`src/design/ffba_pkg.sv`:
```
// ffba_pkg: shared types, sizes and codes for the first-fit block allocator.
// No dependencies; used by every module of the allocator but ffba_ram.
`default_nettype none

package ffba_pkg;

   // map size and derived widths
   localparam int UNITS  = 1024;
   localparam int MAP_AW = $clog2(UNITS);
   localparam int MAP_CW = $clog2(UNITS + 1);
   localparam int BASE_W = 10;
   localparam int LEN_W  = 11;
   localparam int PTR_W  = (MAP_CW > BASE_W) ? MAP_CW : BASE_W;
   localparam int CMP_W  = (MAP_CW > LEN_W) ? MAP_CW : LEN_W;

   // request codes
   localparam logic OP_ALLOC = 1'b0;
   localparam logic OP_FREE  = 1'b1;

   typedef struct packed {
      logic              req_type;
      logic [BASE_W-1:0] base_in;
      logic [LEN_W-1:0]  length;
   } ffba_req_type;

   typedef struct packed {
      logic              granted;
      logic [BASE_W-1:0] base_out;
   } ffba_rsp_type;

   typedef enum logic [2:0] {
      ST_CLEAR,
      ST_IDLE,
      ST_SCAN,
      ST_MARK,
      ST_FREE,
      ST_DONE
   } ffba_state_type;

   // controller -> datapath
   typedef struct packed {
      logic clr_step;
      logic load;
      logic scan_step;
      logic mark_load;
      logic mark_step;
      logic free_step;
      logic rsp_load;
   } ffba_cmd_type;

   // datapath -> controller
   typedef struct packed {
      logic ptr_last;
      logic is_free;
      logic size_bad;
      logic hit;
      logic scan_end;
      logic cnt_zero;
      logic free_done;
      logic rsp_free;
   } ffba_stat_type;

endpackage

`default_nettype wire

```
`src/design/first_fit_block_allocator.sv`:
```
// first_fit_block_allocator: top level of the first-fit bitmap allocator.
// Depends on ffba_pkg, ffba_ctrl, ffba_dp (which holds ffba_ram).
//
//   channel | ports                            | word
//   --------+----------------------------------+---------------------------------
//   request | req_valid, req_stall, req_data   | req_type, base_in, length
//   result  | rsp_valid, rsp_stall, rsp_data   | granted, base_out
//
// One request at a time. Allocate: serial map scan (one map bit per cycle
// through the RAM read port), then marking of length bits through the write
// port. Free: a dispatch step, then clearing of min(length, UNITS-base_in)
// bits through the write port. Each request also passes capture and result hand-off.
// After reset the map is cleared one bit a cycle, all UNITS bits, with
// req_stall high. A finished result waits in its register while the next
// request is taken; the block only holds in its last state if that
// register is still full and stalled.
`default_nettype none

module first_fit_block_allocator (
   input  wire logic                   clock,
   input  wire logic                   reset,
   input  wire logic                   req_valid,
   output      logic                   req_stall,
   input  wire ffba_pkg::ffba_req_type req_data,
   output      logic                   rsp_valid,
   input  wire logic                   rsp_stall,
   output      ffba_pkg::ffba_rsp_type rsp_data
);

   ffba_pkg::ffba_cmd_type  cmd;
   ffba_pkg::ffba_stat_type stat;

   ffba_ctrl u_ctrl (
      .clock     (clock),
      .reset     (reset),
      .req_valid (req_valid),
      .req_stall (req_stall),
      .stat      (stat),
      .cmd       (cmd)
   );

   ffba_dp u_dp (
      .clock     (clock),
      .reset     (reset),
      .cmd       (cmd),
      .stat      (stat),
      .req_data  (req_data),
      .rsp_valid (rsp_valid),
      .rsp_stall (rsp_stall),
      .rsp_data  (rsp_data)
   );

endmodule

`default_nettype wire

```
`src/design/ffba_ram.sv`:
```
// ffba_ram: generic single-write, single-read RAM with registered read data.
// No dependencies.
`default_nettype none

module ffba_ram #(
   parameter int WIDTH = 1,
   parameter int DEPTH = 1024,
   localparam int ADDR_W = $clog2(DEPTH)
) (
   input  wire logic              clock,
   input  wire logic              wr_en,
   input  wire logic [ADDR_W-1:0] wr_addr,
   input  wire logic [WIDTH-1:0]  wr_data,
   input  wire logic              rd_en,
   input  wire logic [ADDR_W-1:0] rd_addr,
   output      logic [WIDTH-1:0]  rd_data
);

   logic [WIDTH-1:0] mem [DEPTH];
   logic [WIDTH-1:0] rd_data_ff;

   always_ff @(posedge clock) begin
      if (wr_en) begin
         mem[wr_addr] <= wr_data;
      end
      if (rd_en) begin
         rd_data_ff <= mem[rd_addr];
      end
   end

   assign rd_data = rd_data_ff;

endmodule

`default_nettype wire

```
`src/design/ffba_dp.sv`:
```
// ffba_dp: allocator datapath - request capture, map pointer, run tracking,
// result register and the used-map RAM. Depends on ffba_pkg and ffba_ram.
`default_nettype none

module ffba_dp (
   input  wire logic                   clock,
   input  wire logic                   reset,
   input  wire ffba_pkg::ffba_cmd_type cmd,
   output      ffba_pkg::ffba_stat_type stat,
   input  wire ffba_pkg::ffba_req_type req_data,
   output      logic                   rsp_valid,
   input  wire logic                   rsp_stall,
   output      ffba_pkg::ffba_rsp_type rsp_data
);

   ffba_pkg::ffba_req_type         req_ff, req_in;
   logic [ffba_pkg::PTR_W-1:0]     ptr_ff, ptr_in;
   logic [ffba_pkg::PTR_W-1:0]     rd_addr_ff, rd_addr_in;
   logic [ffba_pkg::PTR_W-1:0]     start_ff, start_in;
   logic [ffba_pkg::CMP_W-1:0]     run_ff, run_in;
   logic [ffba_pkg::LEN_W-1:0]     cnt_ff, cnt_in;
   logic                           pend_ff, pend_in;
   logic                           ok_ff, ok_in;
   logic                           rsp_valid_ff, rsp_valid_in;
   ffba_pkg::ffba_rsp_type         rsp_ff, rsp_in;

   logic                           ptr_ge;
   logic [ffba_pkg::PTR_W-1:0]     hit_start;
   logic [ffba_pkg::CMP_W-1:0]     len_ext;
   logic                           map_bit;
   logic                           wr_en;
   logic                           rd_en;

   assign ptr_ge    = (ptr_ff >= ffba_pkg::PTR_W'(ffba_pkg::UNITS));
   assign len_ext   = ffba_pkg::CMP_W'(req_ff.length);
   assign hit_start = (run_ff == '0) ? rd_addr_ff : start_ff;

   always_comb begin
      stat.ptr_last  = (ptr_ff == ffba_pkg::PTR_W'(ffba_pkg::UNITS - 1));
      stat.is_free   = (req_ff.req_type == ffba_pkg::OP_FREE);
      stat.size_bad  = (req_ff.length == '0)
                       || (len_ext > ffba_pkg::CMP_W'(ffba_pkg::UNITS));
      stat.hit       = pend_ff && !map_bit && ((run_ff + 1'b1) == len_ext);
      stat.scan_end  = !pend_ff && ptr_ge;
      stat.cnt_zero  = (cnt_ff == '0);
      stat.free_done = (cnt_ff == '0) || ptr_ge;
      stat.rsp_free  = !rsp_valid_ff || !rsp_stall;
   end

   // map write port: clearing pass, marking and freeing share it
   assign wr_en = cmd.clr_step || cmd.mark_step || (cmd.free_step && !stat.free_done);
   assign rd_en = cmd.scan_step && !ptr_ge;

   always_comb begin
      req_in       = req_ff;
      ptr_in       = ptr_ff;
      rd_addr_in   = rd_addr_ff;
      start_in     = start_ff;
      run_in       = run_ff;
      cnt_in       = cnt_ff;
      pend_in      = pend_ff;
      ok_in        = ok_ff;
      rsp_in       = rsp_ff;
      rsp_valid_in = rsp_valid_ff && rsp_stall;

      if (cmd.clr_step) begin
         ptr_in = ptr_ff + 1'b1;
      end

      if (cmd.load) begin
         req_in  = req_data;
         run_in  = '0;
         pend_in = 1'b0;
         cnt_in  = req_data.length;
         ok_in   = (req_data.req_type == ffba_pkg::OP_FREE);
         if (req_data.req_type == ffba_pkg::OP_FREE) begin
            ptr_in = ffba_pkg::PTR_W'(req_data.base_in);
         end else begin
            ptr_in = '0;
         end
      end

      if (cmd.scan_step) begin
         // read data arriving now belongs to rd_addr_ff
         pend_in    = !ptr_ge;
         rd_addr_in = ptr_ff;
         if (!ptr_ge) begin
            ptr_in = ptr_ff + 1'b1;
         end
         if (pend_ff) begin
            if (!map_bit) begin
               run_in   = run_ff + 1'b1;
               start_in = hit_start;
            end else begin
               run_in = '0;
            end
         end
      end

      if (cmd.mark_load) begin
         ptr_in   = hit_start;
         start_in = hit_start;
         cnt_in   = req_ff.length;
         ok_in    = 1'b1;
      end

      if (cmd.mark_step || (cmd.free_step && !stat.free_done)) begin
         ptr_in = ptr_ff + 1'b1;
         cnt_in = cnt_ff - 1'b1;
      end

      if (cmd.rsp_load) begin
         rsp_valid_in    = 1'b1;
         rsp_in.granted  = ok_ff;
         if (!ok_ff) begin
            rsp_in.base_out = '0;
         end else if (req_ff.req_type == ffba_pkg::OP_FREE) begin
            rsp_in.base_out = req_ff.base_in;
         end else begin
            rsp_in.base_out = start_ff[ffba_pkg::BASE_W-1:0];
         end
      end
   end

   always_ff @(posedge clock) begin
      if (reset) begin
         ptr_ff       <= '0;
         pend_ff      <= 1'b0;
         rsp_valid_ff <= 1'b0;
      end else begin
         ptr_ff       <= ptr_in;
         pend_ff      <= pend_in;
         rsp_valid_ff <= rsp_valid_in;
      end
   end

   always_ff @(posedge clock) begin
      req_ff     <= req_in;
      rd_addr_ff <= rd_addr_in;
      start_ff   <= start_in;
      run_ff     <= run_in;
      cnt_ff     <= cnt_in;
      ok_ff      <= ok_in;
      rsp_ff     <= rsp_in;
   end

   ffba_ram #(
      .WIDTH (1),
      .DEPTH (ffba_pkg::UNITS)
   ) u_map (
      .clock   (clock),
      .wr_en   (wr_en),
      .wr_addr (ptr_ff[ffba_pkg::MAP_AW-1:0]),
      .wr_data (cmd.mark_step),
      .rd_en   (rd_en),
      .rd_addr (ptr_ff[ffba_pkg::MAP_AW-1:0]),
      .rd_data (map_bit)
   );

   assign rsp_valid = rsp_valid_ff;
   assign rsp_data  = rsp_ff;

endmodule

`default_nettype wire

```
`src/design/ffba_ctrl.sv`:
```
// ffba_ctrl: allocator controller - clearing pass, scan, mark, free and
// result hand-off sequencing. Depends on ffba_pkg.
`default_nettype none

module ffba_ctrl (
   input  wire logic                    clock,
   input  wire logic                    reset,
   input  wire logic                    req_valid,
   output      logic                    req_stall,
   input  wire ffba_pkg::ffba_stat_type stat,
   output      ffba_pkg::ffba_cmd_type  cmd
);

   ffba_pkg::ffba_state_type state_ff, state_in;

   always_ff @(posedge clock) begin
      if (reset) begin
         state_ff <= ffba_pkg::ST_CLEAR;
      end else begin
         state_ff <= state_in;
      end
   end

   always_comb begin
      state_in  = state_ff;
      cmd       = '0;
      req_stall = 1'b1;
      case (state_ff)
         ffba_pkg::ST_CLEAR: begin
            cmd.clr_step = 1'b1;
            if (stat.ptr_last) begin
               state_in = ffba_pkg::ST_IDLE;
            end
         end
         ffba_pkg::ST_IDLE: begin
            req_stall = 1'b0;
            if (req_valid) begin
               cmd.load = 1'b1;
               state_in = ffba_pkg::ST_SCAN;
            end
         end
         ffba_pkg::ST_SCAN: begin
            if (stat.is_free) begin
               state_in = ffba_pkg::ST_FREE;
            end else if (stat.size_bad) begin
               state_in = ffba_pkg::ST_DONE;
            end else if (stat.hit) begin
               cmd.mark_load = 1'b1;
               state_in      = ffba_pkg::ST_MARK;
            end else if (stat.scan_end) begin
               state_in = ffba_pkg::ST_DONE;
            end else begin
               cmd.scan_step = 1'b1;
            end
         end
         ffba_pkg::ST_MARK: begin
            if (stat.cnt_zero) begin
               state_in = ffba_pkg::ST_DONE;
            end else begin
               cmd.mark_step = 1'b1;
            end
         end
         ffba_pkg::ST_FREE: begin
            if (stat.free_done) begin
               state_in = ffba_pkg::ST_DONE;
            end else begin
               cmd.free_step = 1'b1;
            end
         end
         ffba_pkg::ST_DONE: begin
            // wait for the result register to open up
            if (stat.rsp_free) begin
               cmd.rsp_load = 1'b1;
               state_in     = ffba_pkg::ST_IDLE;
            end
         end
         default: begin
            state_in = ffba_pkg::ST_IDLE;
         end
      endcase
   end

endmodule

`default_nettype wire
```
`config.mk`:
```
export PLATFORM = sky130hd
export DESIGN_NAME = first_fit_block_allocator
export DESIGN_NICKNAME = d
export VERILOG_FILES = /design/src/design/ffba_pkg.sv /design/src/design/first_fit_block_allocator.sv /design/src/design/ffba_ram.sv /design/src/design/ffba_dp.sv /design/src/design/ffba_ctrl.sv
export SDC_FILE = /design/constraint.sdc
export NUM_CORES = 2
export LEC_CHECK = 0
export ABC_AREA = 1
export BUFFER_PORTS_ARGS = -buffer_cell sky130_fd_sc_hd__clkbuf_2
export CORE_MARGIN = 5
export CORE_UTILIZATION = 50
export CTS_CLUSTER_DIAMETER = 120
export DETAILED_ROUTE_END_ITERATION = 10
export GPL_ROUTABILITY_DRIVEN = 0
export PLACE_DENSITY_LB_ADDON = 0.05
export SLEW_MARGIN = 20
export SYNTH_ARGS = -nofsm -noshare
export SYNTH_HDL_FRONTEND = slang
export SYNTH_SLANG_ARGS = --single-unit
```
`constraint.sdc`:
```
create_clock -name clock -period 52.9 [get_ports clock]
set_input_delay 7.935 -clock clock [delete_from_list [all_inputs] [get_ports clock]]
set_output_delay 7.935 -clock clock [all_outputs]
set_load 0.01 [all_outputs]
```
# --- After elaboration in Yosys (flattened, before gate mapping) ---
# Memory sizes are Yosys's and may differ from the RTL's. A register that Yosys moved wholly into a read port is not among the register bits.
# Cells that the tools add are included.
classes:
  add_sub_neg: 3
  mul: 0
  div_mod_pow: 0
  magnitude_cmp: 2
  eq_ne: 14
  shift: 0
  muxes: 51
  bitwise: 0
  reduce_logical: 28
op_table:
  columns: ["op", "n"]
  rows:
  - ["2-to-1 mux 11 bit", 18]
  - ["logical NOT 11 bit", 3]
  - ["2-to-1 mux 3 bit", 9]
  - ["adder 11 x 1 -> 11 bit (second input constant)", 2]
  - ["2-to-1 mux 10 bit", 2]
  - ["2-to-1 mux 1 bit", 18]
  - ["case mux 3 bit (6 select lines)", 1]
  - ["== test 11 x 10 -> 1 bit (second input constant)", 1]
  - ["== test 11 bit", 1]
  - ["greater-or-equal comparator 11 bit (second input constant)", 1]
  - ["> comparator 11 bit (second input constant)", 1]
  - ["subtractor 11 x 1 -> 11 bit (second input constant)", 1]
  - ["inequality test 2 bit (second input constant)", 5]
  - ["== test 3 x 2 -> 1 bit (second input constant)", 2]
  - ["== test 3 bit (second input constant)", 2]
  - ["logical AND 1 bit", 6]
  - ["logical NOT 1 bit", 6]
  - ["logical OR 1 bit", 6]
  - ["2-to-1 mux 2 bit", 3]
  - ["AND reduction 6 bit", 1]
  - ["nonzero test 2 bit", 3]
  - ["inequality test 5 x 4 -> 1 bit (second input constant)", 1]
  - ["== test 3 x 1 -> 1 bit (second input constant)", 1]
  - ["logical NOT 3 bit", 1]
  - ["other kinds (3)", 3]
totals:
  reg_bits: 94
  latchBits: 0
  ram_bits: 1024
  rom_bits: 0
  output_inout_bits: 13
  elab_cells: 113
  n_memories: 1
mem_list:
  columns: ["name", "depth", "word_bits", "read_ports", "rd_ports_with_merged_regs", "write_ports", "line_no", "text"]
  rows:
  - ["u_dp.u_map.mem", 1024, 1, 1, 1, 1, "ffba_ram.sv:19", "logic [WIDTH-1:0] mem [DEPTH];"]

# --- Longest topological paths before layout ---
depth:
  depth_word: 10
  mapped_depth: 18
  ltp_nobuf: 17

# --- Modules after synthesis ---
# A second synthesis with hierarchy kept.
hier_totals:
  hier_cells: 5322
  hier_area_um2: 51560.7
by_module_without_submodules:
  columns: ["mod", "instances", "cells_each", "area_per_inst_um2", "seq_area_each_um2"]
  rows:
  - ["ffba_ram", 1, 4679, 46402.0, 30779.5]
  - ["ffba_dp", 1, 573, 4789.6, 2482.4]
  - ["ffba_ctrl", 1, 70, 369.1, 60.1]

# --- Least setup slack after synthesis ---
# OpenSTA, ideal clock, no wires.
synth_timing:
  path_type: "register to register"
  startpoint: "register u_dp.cnt_ff[0] (netlist name)"
  endpoint: "memory u_dp.u_map.mem[0] (data pin)"
  setup_ns: 5.013
  arrival_time_ns: 24.664
  t_required_ns: 47.887
  slack_ns: 23.223
  path_stages_with_launch: 10
  n_path_buf: 0
  path_cell_list: "edfxtp_1 -> inv_1 -> ha_1 -> nand2_1 -> nor3_2 -> inv_2 -> nor2_1 -> inv_2 -> nor2_1 -> nor2_1"
synth_lines:
  columns: ["element", "line_no", "text"]
  rows:
  - ["from (decl)", "ffba_dp.sv:21", "logic [ffba_pkg::LEN_W-1:0] cnt_ff, cnt_in;"]
  - ["from (signal assigned)", "ffba_dp.sv:142", "cnt_ff <= cnt_in;"]
  - ["to (decl)", "ffba_ram.sv:19", null]

==> results.cfg <==
[placement]
dp_hpwl_um = 77750
dp_slack_ns = 42.58
port_buffers = 38

[grt]
grtUsageMet1 = 0.4009
grt-ovfl-total = 0
grt_pass1_wl_um = 227300
use_met2 = 0.4596
grt_pass1_vias = 34810
grt_busiest_layer = met2
met3_usage = 0.03875
grt_max_degree = 275
groute.usage.overall = 0.2811
antenna_found_initial = 1

[routing]
first_pass_iters = 6
drcViolationCount = 0
antenna_left = 0
vias = 37750
routedWlPerCell_um = 24.16
via_per_inst = 5.868
drtIter0Drc = 4833
wirelength_um = 155400

[synthesis]
ys_ff_latch = 1119
synth-edff-count = 1091
syn_area_mm2 = 0.05071
async_flop_share = 0
syn_nets = 5192
yosysWarnings = 0
synth-seq-area-share = 0.6571
yosysUniqueCellTypes = 47
syn_inst = 5159
ys.flop_type = edfxtp_1
syn_avg_cell_area_um2 = 9.829

[run]
drv_cap = 0

[critical_path]
cp_cell_sequence = clkbuf_2 -> nand4_1 -> buf_4 -> inv_1 -> buf_4 -> nand2_1 -> clkinv_1 -> nand2_1 -> o21ai_0 -> nand2_1 -> o21ai_0 -> nand3_1 -> nand3_1 -> nand2_1 -> a21oi_1
start_kind = input pin
crit_fanout = 23
critPathCaptureType = register
crit_slowest_cell = inv_1
crit_required_ns = 53.48
crit_family = buffers and inverters
cp_num_buf_inv = 5
slowest_delay_ns = 0.32
r2r_setup_slack_ns = 47.31
setup.worst_path.start = req_valid
critPathArrivalTime_ns = 10.20
cp_common_cell = nand2_1
rr_startpoint = u_dp.ptr_ff[0]
critical_path_class = input pin to register

[cells_and_area]
drive_above_1_share = 0.07683
multi_input_area_mm2 = 0.01528
regArea_mm2 = 0.03333
diodes = 0
final_common_cell = nor2_1
area.growth.synth_to_final_pct = 9.201
fillers = 9125
nets = 5011
mostFrequentLayoutCells = 1,731 x nor2_1, 1,091 x edfxtp_1, 659 x nand2_1

[timing]
layout_min_cycle_time_ns = 9.627
finalHoldViolCount = 0
finalCritPeriodShare = 0.1820
setup_violations = 0
max_slew_margin = 0.1837
tightest_slew_ns = 1.218
grt_setup_unrepaired = no
setup_tns_ns = 0
fin_ws_ns = 43.27
slew_viol_final = 0
fmax_mhz = 103.9
finClkSkew_ns = 0.02487

[clock_tree]
ctsHoldBuffers = 0
cts_buffers = 118
cts_buffer_depth = 3
cts_root_buf = clkbuf_16
clkLatencyLatePin_ns = 0.70
clk_pin_slew_worst_paths_ns = 0.06
ctsResizeCount = 0
cts_tree = yes
htreeDepth = 3
cts_setup_buffers = 0
clock-sinks = 1119

[floorplanning]
fp.dieW_um = 328.5
core_area_mm2 = 0.1004
initial_utilization = 0.5049
die-area_mm2 = 0.1079
core.rowCount = 116
die_y_um = 328.5
io_pins = 39

[pwr]
max-vdd-ir-drop_mv = 0.03699
power_density_mw_per_mm2 = 45.41
power.leakage_nw = 17.30

[status]
status = finished clean

[min_path]
holdCritPathClass = register to register
worstHoldStart = u_ctrl.state_ff[1]
## registers in the layout, indices dropped and copies added, names as in the netlist
register / flops
u_dp.u_map.rd_data: 1
u_dp.cnt_ff: 11
u_dp.rsp_data: 11
u_dp.u_map.mem: 1024
u_dp.len_ext: 11
u_dp.start_ff: 11
u_dp.rsp_valid: 1
u_dp.ok_ff: 1
u_dp.stat: 1
u_dp.ptr_ff: 11
u_ctrl.state_ff: 3
u_dp.run_ff: 11
u_dp.rd_addr_ff: 11
u_dp.pend_ff: 1
u_dp.req_ff: 10
## worst paths after layout
kind,endpoint,cells past startpoint
worst max register to register,u_dp.u_map.rd_data,18
worst min-delay path,u_ctrl.state_ff[1],2
worst min register to register,u_ctrl.state_ff[1],2
worst max-delay path,u_dp.ptr_ff[2],15
## worst min-delay path, stage by stage, from the launching register on
cell     delay, ns
dfxtp_1       0.32
nand2_1       0.08
a21oi_2       0.04
## Yosys cell counts (3+ instances only)
cell	instances	share of area
dfxtp_1	28	0.011
nand3_2	7	0.0014
nor2_1	1739	0.13
edfxtp_1	1091	0.65
o21ai_1	29	0.0029
nor3_1	15	0.0015
clkinv_1	5	0.00037
inv_1	123	0.0091
a22oi_1	3	0.00044
nor2_2	6	0.00074
buf_1	11	0.00081
nand3_1	62	0.0061
o21ai_0	603	0.060
o22ai_1	190	0.023
o21a_1	8	0.0012
nand4_1	37	0.0046
buf_2	155	0.015
o211ai_1	3	0.00044
nor2_8	5	0.0020
nand2_1	703	0.052
clkbuf_1	239	0.018
inv_2	13	0.00096
nand3_4	3	0.0010
buf_4	6	0.00089
ha_1	7	0.0017
nand2_2	5	0.00062
nor2_4	7	0.0016
a21oi_1	27	0.0027
xor2_1	6	0.0010
## area by class of cell
class	count	share of cell area
Sequential cell	1119	0.6019
Clock inverter	69	0.01048
Clock buffer	149	0.05619
Multi-Input combinational cell	3484	0.2759
Tap cell	1357	0.03066
Inverter	143	0.01003
Timing Repair Buffer	112	0.01480
## cell families (layout without fill, tap and decap cells)
| family | Yosys count | count (layout) | share of synthesized area |
|---|---|---|---|
| AND/OR/NAND/NOR | 2596 | 2596 | 0.2017 |
| flip-flops | 1119 | 1119 | 0.6571 |
| AO/OA/AOI/OAI | 874 | 874 | 0.09248 |
| buffers and inverters | 556 | 473 | 0.04580 |
| adder cells (fa/ha/maj) | 7 | 7 | 0.001727 |
| XOR/XNOR | 7 | 7 | 0.001209 |
## metal layers
metal  vias up  part of all wire
met5         -                 0
met2      1516              0.47
met4         0             0.028
li1      17100                 -
met1     18890              0.42
met3       247             0.078
## per-stage QoR
step / hold WS (ns) / total power, mW / cells / util / area, µm²
2_1_floorplan: 0.4029 / 1.487 / 5159 / - / 50710
3_3_place_gp: 0.4742 / 1.717 / 6214 / 0.5139 / 51620
3_5_place_dp: 0.4805 / 1.718 / 6214 / 0.5139 / 51620
4_1_cts: 0.4892 / 2.516 / 6432 / 0.5507 / 55310
5_1_grt: 0.5095 / 2.624 / 6433 / 0.5513 / 55370
6_report: 0.4829 / 2.514 / 6433 / 0.5513 / 55370
## power breakdown
group	switching, mW	leakage (nW)	internal [mW]	total, mW
Clock	0.343	1.81	0.461	0.805
Combinational	0.526	6.17	0.163	0.689
Sequential	0.0280	9.31	0.993	1.02
(Power assumes the default switching activity.)
